--- config.mk ---
export PLATFORM = sky130hd
export DESIGN_NAME = motbl_ram
export DESIGN_NICKNAME = d
export VERILOG_FILES = /design/src/hdl/motbl_ram.sv
export SDC_FILE = /design/constraint.sdc
export NUM_CORES = 1
export LEC_CHECK = 0
export BUFFER_PORTS_ARGS = -buffer_cell sky130_fd_sc_hd__buf_2
export CAP_MARGIN = 10
export CORE_MARGIN = 2
export CORE_UTILIZATION = 40
export DETAILED_ROUTE_END_ITERATION = 10
export HOLD_SLACK_MARGIN = 0.05
export PLACE_DENSITY_LB_ADDON = 0.05
export RECOVER_POWER = 50
export SLEW_MARGIN = 40
export SYNTH_ARGS = -nofsm -noshare
export SYNTH_HDL_FRONTEND = slang
export SYNTH_SLANG_ARGS = --single-unit
--- constraint.sdc ---
create_clock -name clk_i -period 3.4 [get_ports clk_i]
set_input_delay 0.85 -clock clk_i [delete_from_list [all_inputs] [get_ports clk_i]]
set_output_delay 0.85 -clock clk_i [all_outputs]
set_load 0.01 [all_outputs]
--- src/hdl/motbl_ram.sv ---
// Generic single-port-write, single-port-read RAM with a registered read.
// Stand-alone; used for the order table.
`default_nettype none
module motbl_ram #(
  parameter int unsigned WIDTH = 8,
  parameter int unsigned DEPTH = 16
) (
  input  wire logic                     clk_i,
  input  wire logic                     we_i,
  input  wire logic [$clog2(DEPTH)-1:0] waddr_i,
  input  wire logic [WIDTH-1:0]         wdata_i,
  input  wire logic [$clog2(DEPTH)-1:0] raddr_i,
  output logic      [WIDTH-1:0]         rdata_o
);

  logic [WIDTH-1:0] mem [DEPTH];

  always_ff @(posedge clk_i) begin
    if (we_i) begin
      mem[waddr_i] <= wdata_i;
    end
    rdata_o <= mem[raddr_i];
  end

endmodule
`default_nettype wire

==> results of run 1 <==
[worst reg2reg max path, stage by stage (launching register included)]
cell and delay, ps:
edfxtp_1 360, mux4_2 510, a22oi_1 320, nand2_1 90
[power groups by stage]
stage          Clock, W  Sequential (W)  Combinational, W
2_1_floorplan         0         0.00192         0.0000951
3_3_place_gp          0         0.00192          0.000181
3_5_place_dp          0         0.00192          0.000182
4_1_cts         0.00169         0.00189          0.000182
5_1_grt         0.00177         0.00189          0.000195
6_report        0.00166         0.00189          0.000177
[cells by family (layout without fill, tap and decap cells)]
logic type      count (synthesis)  after routing  synth area share [%]
compound gates                 16             16                 2.334
flops                         136            136                 77.78
mux                            32             32                 15.02
simple gates                   35             35                 3.184
buf+inv                        10             73                 1.677
[path summary, 6_finish.rpt]
| kind | startpoint | end | slack (ps) | cells after the start |
|---|---|---|---|---|
| hold reg to reg | mem[14][7] | rdata_o[7] | 680 | 3 |
| hold / removal | mem[14][7] | rdata_o[7] | 680 | 3 |
| setup reg to reg | mem[6][7] | rdata_o[7] | 2010 | 3 |
| setup / recovery | raddr_i[1] | rdata_o[3] | 1320 | 5 |
[cell usage after synthesis]
library cell     count  share of area [%]
nor3_1               4               0.39
or3b_2               1               0.17
mux4_2              18                7.9
nand2_1              9               0.66
buf_2                3               0.29
edfxtp_1           128                 75
clkdlybuf4s25_2      3               0.58
a22oi_1             16                2.3
nor2_1              13               0.95
buf_6                3               0.66
nor2b_1              1               0.12
nand2b_1             2               0.24
nand3_1              1              0.097
nand3b_1             2               0.29
buf_4                1               0.15
and2b_1              1               0.15
dfxtp_1              8                3.1
mux4_1              14                7.1
and2_1               1               0.12
[placed cells by master (no fill, tap or decap), types with 8 or more instances in the layout]
master	netlist	routed
clkbuf_1	0	15
dfxtp_1	8	8
nand2_1	9	9
edfxtp_1	128	128
a22oi_1	16	16
nor2_1	13	11
mux4_1	14	14
mux4_2	18	18
clkbuf_16	0	17
buf_2	3	16
buf_4	1	15
[flip-flops by register name (all words and copies together) (netlist names)]
signal,cells
mem,128
rdata_o,8
[final cells by class]
class | count | area, um2
fillers | 1051 | 6495
clock buffers | 28 | 526.8
clock inverters | 3 | 15.01
well taps | 172 | 215.2
multi-input cells | 83 | 1062
repair buffers | 42 | 250.2
flip-flops and latches | 136 | 4004
[routing by layer]
metal,vias up,share of wire [%]
li1,1073,-
met1,1233,47
met2,66,46
met3,14,5.6
met4,0,1.7
met5,-,0
[through the flow]
stage	instances	power, W	setup slack [ps]	area [um2]	hold slack, ps
after floorplan	229	0.002018	1057	5147	629.3
after global placement	433	0.002102	800.4	5542	658.2
after detailed placement	433	0.002104	890.8	5547	660.6
after CTS	464	0.003760	1338	6088	673.1
after global routing	464	0.003856	1224	6073	701.0
final	464	0.003721	1322	6073	675.4
==> reports/metrics.yaml, run 1 <==
drive_above_1_share_pct: 27.05
fmax_mhz: 481.3
initial_utilization_pct: 40.96
power_frac_comb_pct: 4.8
finalHoldViolCount: 0
cts.sinks: 136
max-vdd-ir-drop_mv: 0.3997
maxCapViolCount: 0
grt_pass1_wl_mm: 16.37
place_hpwl_mm: 6.680
powerDensity_nw_per_um2: 612.7
cp.required_ps: 3690
viasPerCell: 5.142
design.core.area_um2: 12570
synth_cell_types: 19
antenna_found_initial: 0
drv_slew: 0
critPathSlowestCell: "buf_2"
numPortBuffers: 25
cts_setup_buffers: 0
ctsHoldBuffers: 0
first_pass_iters: 4
syn-mean-instance-area_um2: 22.48
finish.utilization_pct: 48.32
globalRouteMet3Util_pct: 5.691
yosysWarnings: 0
critPathBufInv: 2
p_leak_nw: 2.029
area_growth_pct: 17.99
n_antenna_cell: 0
gp_congestion: 0.7541
grt_max_degree: 33
ant_nets: 0
p_seq_share_pct: 50.7
cts_resized: 0
status: "completed"
cp-end-kind: "flop"
drcViolationCount: 0
max-slew-margin-rel_pct: 44.55
wl_per_cell_um: 22.86
worstSetupPathType: "in2reg"
clockRootBuffer: "clkbuf_16"
wirelength_mm: 10.61
finalNetCount: 298
tightest_slew_ps: 828.6
clkLatencyLatePin_ps: 420
h-tree-depth: 4
grt_pass1_vias: 2483
critPathMaxFanout: 27
crit_path_start_kind: "input port"
path_cells: "buf_2 > buf_4 > mux4_2 > a22oi_1 > nand2_1"
cts_tree: "yes"
drt-initial-drc-count: 197
tns_ps: 0
clkPwrFrac_pct: 44.5
finalSetupViolCount: 0
rows: 41
synth.yosys.seq_area_share_pct: 77.78
die_y_um: 117.4
cp_top_family: "buffers and inverters"
cp.arrival_ps: 2370
cts_inserted_buffers: 17
synth_seq_cells: 136
gr-total-overflow: 0
vias: 2386
clockBufferDepth: 2
syn-cell-area_um2: 5147
grtUsageTotal_pct: 17.06
io_pins: 26
cpPeakStageDelay_ps: 570
cts.clk_slew.worst_paths_ps: 50
die_area_um2: 13790
use_met1_pct: 24.42
switchingPower_w: 0.0007325
syn_inst: 229
grt-busiest-layer: "met1"
clock_skew_ps: 6.412
fp.dieW_um: 117.4
p_int_w: 0.002988
min_path_type: "reg2reg"
fin_crit_ps: 2078
swShare_pct: 19.69
synth_nets: 247
use_met2_pct: 24.12
fin_crit_sh_pct: 61.11
rsz0062_at_grt: "false"
Power figures use the tool's default switching activity.
==> inputs of run 2 (changes only) <==
clock period = 1.9 ns   (was 3.4 ns; I/O delays follow)
==> run 2 against run 1 <==
Against the previous run: sequential share of layout area fell by 1.1 points; non-clock buffer count rose by 9; first-iteration DRC count fell by 15%; sequential power rose by 78%; cell count rose by 2.2%; clock-buffer cell count fell by 10; design area rose by 1.8%; via count rose by 1.4%; die area did not move; largest cell class unchanged.
==> reports/metrics.yaml, run 2 (synthesis gave the netlist of run 1 again) <==
antenna_found_initial: 0  # unchanged
path_cells: "buf_2 > buf_12 > buf_4 > mux4_1 > a22oi_1 > nand2_1"  # was buf_2 > buf_4 > mux4_2 > a22oi_1 > nand2_1
design.core.area_um2: 12570  # unchanged
fin_crit_sh_pct: 79.24
cp.required_ps: 2190  # was 3690 ps
drive_above_1_share_pct: 28.15  # was 27.05%
worstSetupPathType: "in2reg"  # unchanged
max-slew-margin-rel_pct: 52.36  # was 44.55%
place_hpwl_mm: 6.538  # was 6.680 mm
powerDensity_nw_per_um2: 1109  # was 612.7 nW/um2
setup_slack_ps: 394.4  # was 1322 ps
grt_pass1_vias: 2509  # was 2,483
crit_path_start_kind: "input port"  # unchanged
wl_met3_um: 618  # was 599 um
cp.arrival_ps: 1800  # was 2370 ps
fmax_mhz: 664.2
finalNetCount: 307  # was 298
clkLatencyLatePin_ps: 410  # was 420 ps
wirelength_mm: 10.21  # was 10.61 mm
cts.clk_slew.worst_paths_ps: 50  # about the same
clock_skew_ps: 5.830  # was 6.412 ps
grt_pass1_wl_mm: 15.46  # was 16.37 mm
cts_resized: 0  # unchanged
tns_ps: 0  # unchanged
first_pass_iters: 4  # unchanged
place_ws_ps: -75.36  # was 890.8 ps
layout_commonest_cell: "edfxtp_1"  # unchanged
drt-initial-drc-count: 168  # was 197
min_path_type: "in2reg"  # was reg2reg
largest_reg_flops: 128  # unchanged
drcViolationCount: 0  # unchanged
die_y_um: 117.4  # unchanged
finalHoldViolCount: 0  # unchanged
p_leak_nw: 2.083  # was 2.029 nW
max-vdd-ir-drop_mv: 0.6219  # was 0.3997 mV
max_flop_register: "mem"  # unchanged
wl_met1_mm: 4.669  # was 4.974 mm
h-tree-depth: 4  # unchanged
vias: 2420  # was 2,386
layout.cells.non_filler: 474  # was 464
clockRootBuffer: "clkbuf_16"  # unchanged
cts_inserted_buffers: 17  # unchanged
die_area_um2: 13790  # unchanged
grt_max_degree: 18  # was 33
num-fill-cells: 1048  # was 1,051
fp.dieW_um: 117.4  # unchanged
ant_nets: 0  # unchanged
finalSetupViolCount: 0  # unchanged
final_cell_mix: "128 x edfxtp_1, 23 x buf_4, 18 x mux4_2, 17 x clkbuf_16"  # was 128 x edfxtp_1, 18 x mux4_2, 17 x clkbuf_16, 16 x a22oi_1, 16 x buf_2
numPortBuffers: 25  # unchanged
dp_cells: 442  # was 433
cts_tree: "yes"  # unchanged
area_growth_pct: 20.08  # was 17.99%
ctsHoldBuffers: 0  # unchanged
gp_congestion: 0.7128  # was 0.7541
cpPeakStageDelay_ps: 540  # was 570 ps
initial_utilization_pct: 40.96  # unchanged
cp_top_family: "multiplexers"  # was buffers and inverters
viasPerCell: 5.105  # was 5.142
io_pins: 26  # unchanged
topRoutingLayerUsed: "met4"  # unchanged
drv_slew: 0  # unchanged
rows: 41  # unchanged
critPathSlowestCell: "mux4_1"  # was buf_2
wl_met2_mm: 4.789  # was 4.847 mm
grtUsageTotal_pct: 16.03  # was 17.06%
clockBufferDepth: 2  # unchanged
maxCapViolCount: 0  # unchanged
status: "completed"  # unchanged
gr-total-overflow: 0  # unchanged
cts_setup_buffers: 0  # unchanged
cts.sinks: 136  # unchanged
cp-end-kind: "flop"  # unchanged
n_antenna_cell: 0  # unchanged
critPathBufInv: 3  # was 2
fin_crit_ps: 1506
rsz0062_at_grt: "false"  # unchanged
tightest_slew_ps: 713.1  # was 828.6 ps
wl_per_cell_um: 21.54  # was 22.86 um
critPathMaxFanout: 17  # was 27
reg_top3: "mem: 128 flops, rdata_o: 8 flops"  # unchanged
==> run 2: changes by cell type in the layout (fill, tap and decap cells not counted), sizes merged <==
cell	previous run	this run
clkinvlp	0	1
bufinv	0	3
clkbuf	38	28
clkinv	3	10
buf	32	41
==> run 2: area by class of cell <==
class | count | area [um2] | share of cell area (%)
Clock buffer | 18 | 429.2 | 6.943
Clock inverter | 14 | 137.6 | 2.227
Multi-Input combinational cell | 83 | 1065 | 17.23
Sequential cell | 136 | 4004 | 64.78
Tap cell | 172 | 215.2 | 3.482
Timing Repair Buffer | 51 | 330.3 | 5.344
==> run 2: worst paths after layout <==
check	start	depth (start not counted)	slack (ps)	to
setup / recovery	raddr_i[0]	6	390	rdata_o[1]
setup reg to reg	mem[1][3]	3	540	rdata_o[3]
hold reg to reg	mem[7][2]	3	670	rdata_o[2]
hold / removal	wdata_i[6]	1	580	mem[15][6]
==> run 2: stage by stage <==
step / hold slack, ps / total power, W / util [%] / area, um2
2_1_floorplan: 573.9 / 0.003611 / - / 5152
3_3_place_gp: 664.8 / 0.003769 / 44.77 / 5627
3_5_place_dp: 667.9 / 0.003772 / 44.77 / 5627
4_1_cts: 434.5 / 0.006938 / 49.28 / 6193
5_1_grt: 627.3 / 0.007114 / 49.18 / 6181
6_report: 580.2 / 0.006857 / 49.18 / 6181
==> run 2: layer usage <==
| layer | track usage (%) | vias to the layer above |
|---|---|---|
| met3 | 4.912 | 11 |
| li1 | - | 1093 |
| met2 | 23.43 | 71 |
| met1 | 22.33 | 1245 |
| met4 | 7.003 | 0 |
| met5 | 0 | - |
==> run 2: report_power, final <==
part	internal (W)	total, W	switching, W
clock	0.00202	0.00316	0.00114
combinational	0.000141	0.000324	0.000183
sequential	0.00336	0.00337	0.0000178
==> inputs of run 3 (changes only) <==
clock period = 1.4 ns   (was 1.9 ns; I/O delays follow)
==> run 3 against run 2 <==
Against the previous run: routed wire length up 0.40%; critical path depth did not move; global-route usage is 0.22 points higher; non-clock buffer count up 19; total power grew 39%; core utilization rose by 2.1 points; die area stayed put; worst setup slack got worse by 340 ps; cell count rose by 4.0%; first-iteration DRC count down 7.1%; design area rose by 4.3%; clock-buffer cell count up 5; critical endpoint is now rdata_o[2]; largest power group unchanged.
==> reports/metrics.yaml, run 3 (synthesis gave the netlist of run 1 again) <==
status: "completed"  # unchanged
critPathMaxFanout: 15  # was 17
cpPeakStageDelay_ps: 570  # was 540 ps
path_cells: "buf_2 > buf_12 > buf_12 > mux4_1 > a22oi_2 > nand2_1"  # was buf_2 > buf_12 > buf_4 > mux4_1 > a22oi_1 > nand2_1
fp.dieW_um: 117.4  # unchanged
grt_pass1_vias: 2657  # was 2,509
tightest_slew_ps: 677.1  # was 713.1 ps
ant_nets: 0  # unchanged
max_flop_register: "mem"  # unchanged
setup_slack_ps: 50.18  # was 394.4 ps
final_cell_mix: "128 x edfxtp_1, 32 x buf_4, 29 x mux4_2, 17 x clkbuf_16, 17 x buf_2"  # was 128 x edfxtp_1, 23 x buf_4, 18 x mux4_2, 17 x clkbuf_16
drcViolationCount: 0  # unchanged
die_area_um2: 13790  # unchanged
clkLatencyLatePin_ps: 410  # about the same
h-tree-depth: 4  # unchanged
maxCapViolCount: 0  # unchanged
max-slew-margin-rel_pct: 54.86  # was 52.36%
place_area_um2: 5854  # was 5627 um2
largest_reg_flops: 128  # unchanged
reg_top3: "mem: 128 flops, rdata_o: 8 flops"  # unchanged
fin_crit_sh_pct: 96.42
min_path_type: "in2reg"  # unchanged
cp-end-kind: "flop"  # unchanged
design.core.area_um2: 12570  # unchanged
finalSetupViolCount: 0  # unchanged
num-fill-cells: 1031  # was 1,048
area_growth_pct: 25.28  # was 20.08%
rsz0062_at_grt: "false"  # unchanged
cts.sinks: 136  # unchanged
cp.arrival_ps: 1640  # was 1800 ps
first_pass_iters: 4  # unchanged
grt_max_degree: 17  # was 18
vias: 2432  # was 2,420
cts_setup_buffers: 0  # unchanged
io_pins: 26  # unchanged
fmax_mhz: 740.8
fin_crit_ps: 1350
initial_utilization_pct: 40.96  # unchanged
clockRootBuffer: "clkbuf_16"  # unchanged
n_antenna_cell: 0  # unchanged
viasPerCell: 4.933  # was 5.105
gp_congestion: 0.7099  # was 0.7128
numPortBuffers: 25  # unchanged
crit_path_start_kind: "input port"  # unchanged
grtUsageTotal_pct: 16.25  # was 16.03%
cts_tree: "yes"  # unchanged
clock_skew_ps: 5.775  # was 5.830 ps
finish.utilization_pct: 51.31  # was 49.18%
place_ws_ps: -472.0  # was -75.36 ps
ctsHoldBuffers: 0  # unchanged
powerDensity_nw_per_um2: 1483  # was 1109 nW/um2
clockBufferDepth: 2  # unchanged
wirelength_mm: 10.25  # was 10.21 mm
finalNetCount: 326  # was 307
grt_pass1_wl_mm: 15.89  # was 15.46 mm
cts.clk_slew.worst_paths_ps: 50  # about the same
wl_per_cell_um: 20.80  # was 21.54 um
max-vdd-ir-drop_mv: 0.6504  # was 0.6219 mV
die_y_um: 117.4  # unchanged
cp.required_ps: 1690  # was 2190 ps
drive_above_1_share_pct: 40.81  # was 28.15%
p_leak_nw: 2.197  # was 2.083 nW
layout_commonest_cell: "edfxtp_1"  # unchanged
gr-total-overflow: 0  # unchanged
cts_inserted_buffers: 17  # unchanged
rows: 41  # unchanged
drt-initial-drc-count: 156  # was 168
worstSetupPathType: "in2reg"  # unchanged
crit_top_cell: "buf_12"
antenna_found_initial: 0  # unchanged
drv_slew: 0  # unchanged
design_area_um2: 6449  # was 6181 um2
finalHoldViolCount: 0  # unchanged
place_hpwl_mm: 6.889  # was 6.538 mm
critPathSlowestCell: "mux4_1"  # unchanged
run 3: critical path: cells and delay by family:
kind,cells,cell delay (ps)
AOI/OAI and AO/OA,1,190
and+or+nand+nor,1,70
buffers and inverters,3,460
muxes,1,570
run 3: timing repair:
| item | in CTS | in global routing |
|---|---|---|
| pin swaps | 0 | 1 |
| setup endpoints to repair | 2 | 3 |
| resized for setup | 2 | 2 |
run 3: metrics by stage:
step                std cells  total power [W]  TNS (ps)  hold WS, ps
floorplan                 229         0.004924    -529.7        448.9
global placement          462         0.005196    -12810        673.5
detailed placement        462         0.005199    -13370        668.4
CTS                       494         0.009687         0        297.8
global route              493         0.009886         0        447.1
finish                    493         0.009562         0        447.5
run 3: layout make-up:
cell class	count	area [um2]	area share [%]
flip-flops and latches	136	4004	62.09
multi-input cells	83	1075	16.67
clock buffers	23	478.0	7.412
clock inverters	9	122.6	1.901
well taps	172	215.2	3.337
repair buffers	70	554.3	8.595
run 3: worst paths after layout:
path	from	end	slack (ps)	cells past startpoint
setup reg to reg	mem[11][2]	rdata_o[2]	100	4
setup / recovery	raddr_i[0]	rdata_o[2]	50	6
hold reg to reg	mem[6][4]	rdata_o[4]	680	3
hold / removal	wdata_i[6]	mem[1][6]	450	1
run 3: layer usage:
| layer | GRT usage, % | part of all wire, % |
|---|---|---|
| met1 | 22.67 | 49 |
| met2 | 24.05 | 47 |
| met3 | 3.988 | 3.3 |
| met4 | 7.907 | 0.87 |
| met5 | 0 | 0 |
run 3: power breakdown:
group          internal (W)  leakage (nW)  total (W)  switching (W)
sequential          0.00456          1.22    0.00458      0.0000275
combinational      0.000248         0.675   0.000519       0.000271
clock               0.00292         0.298    0.00446        0.00153
total               0.00773          2.20    0.00956        0.00183
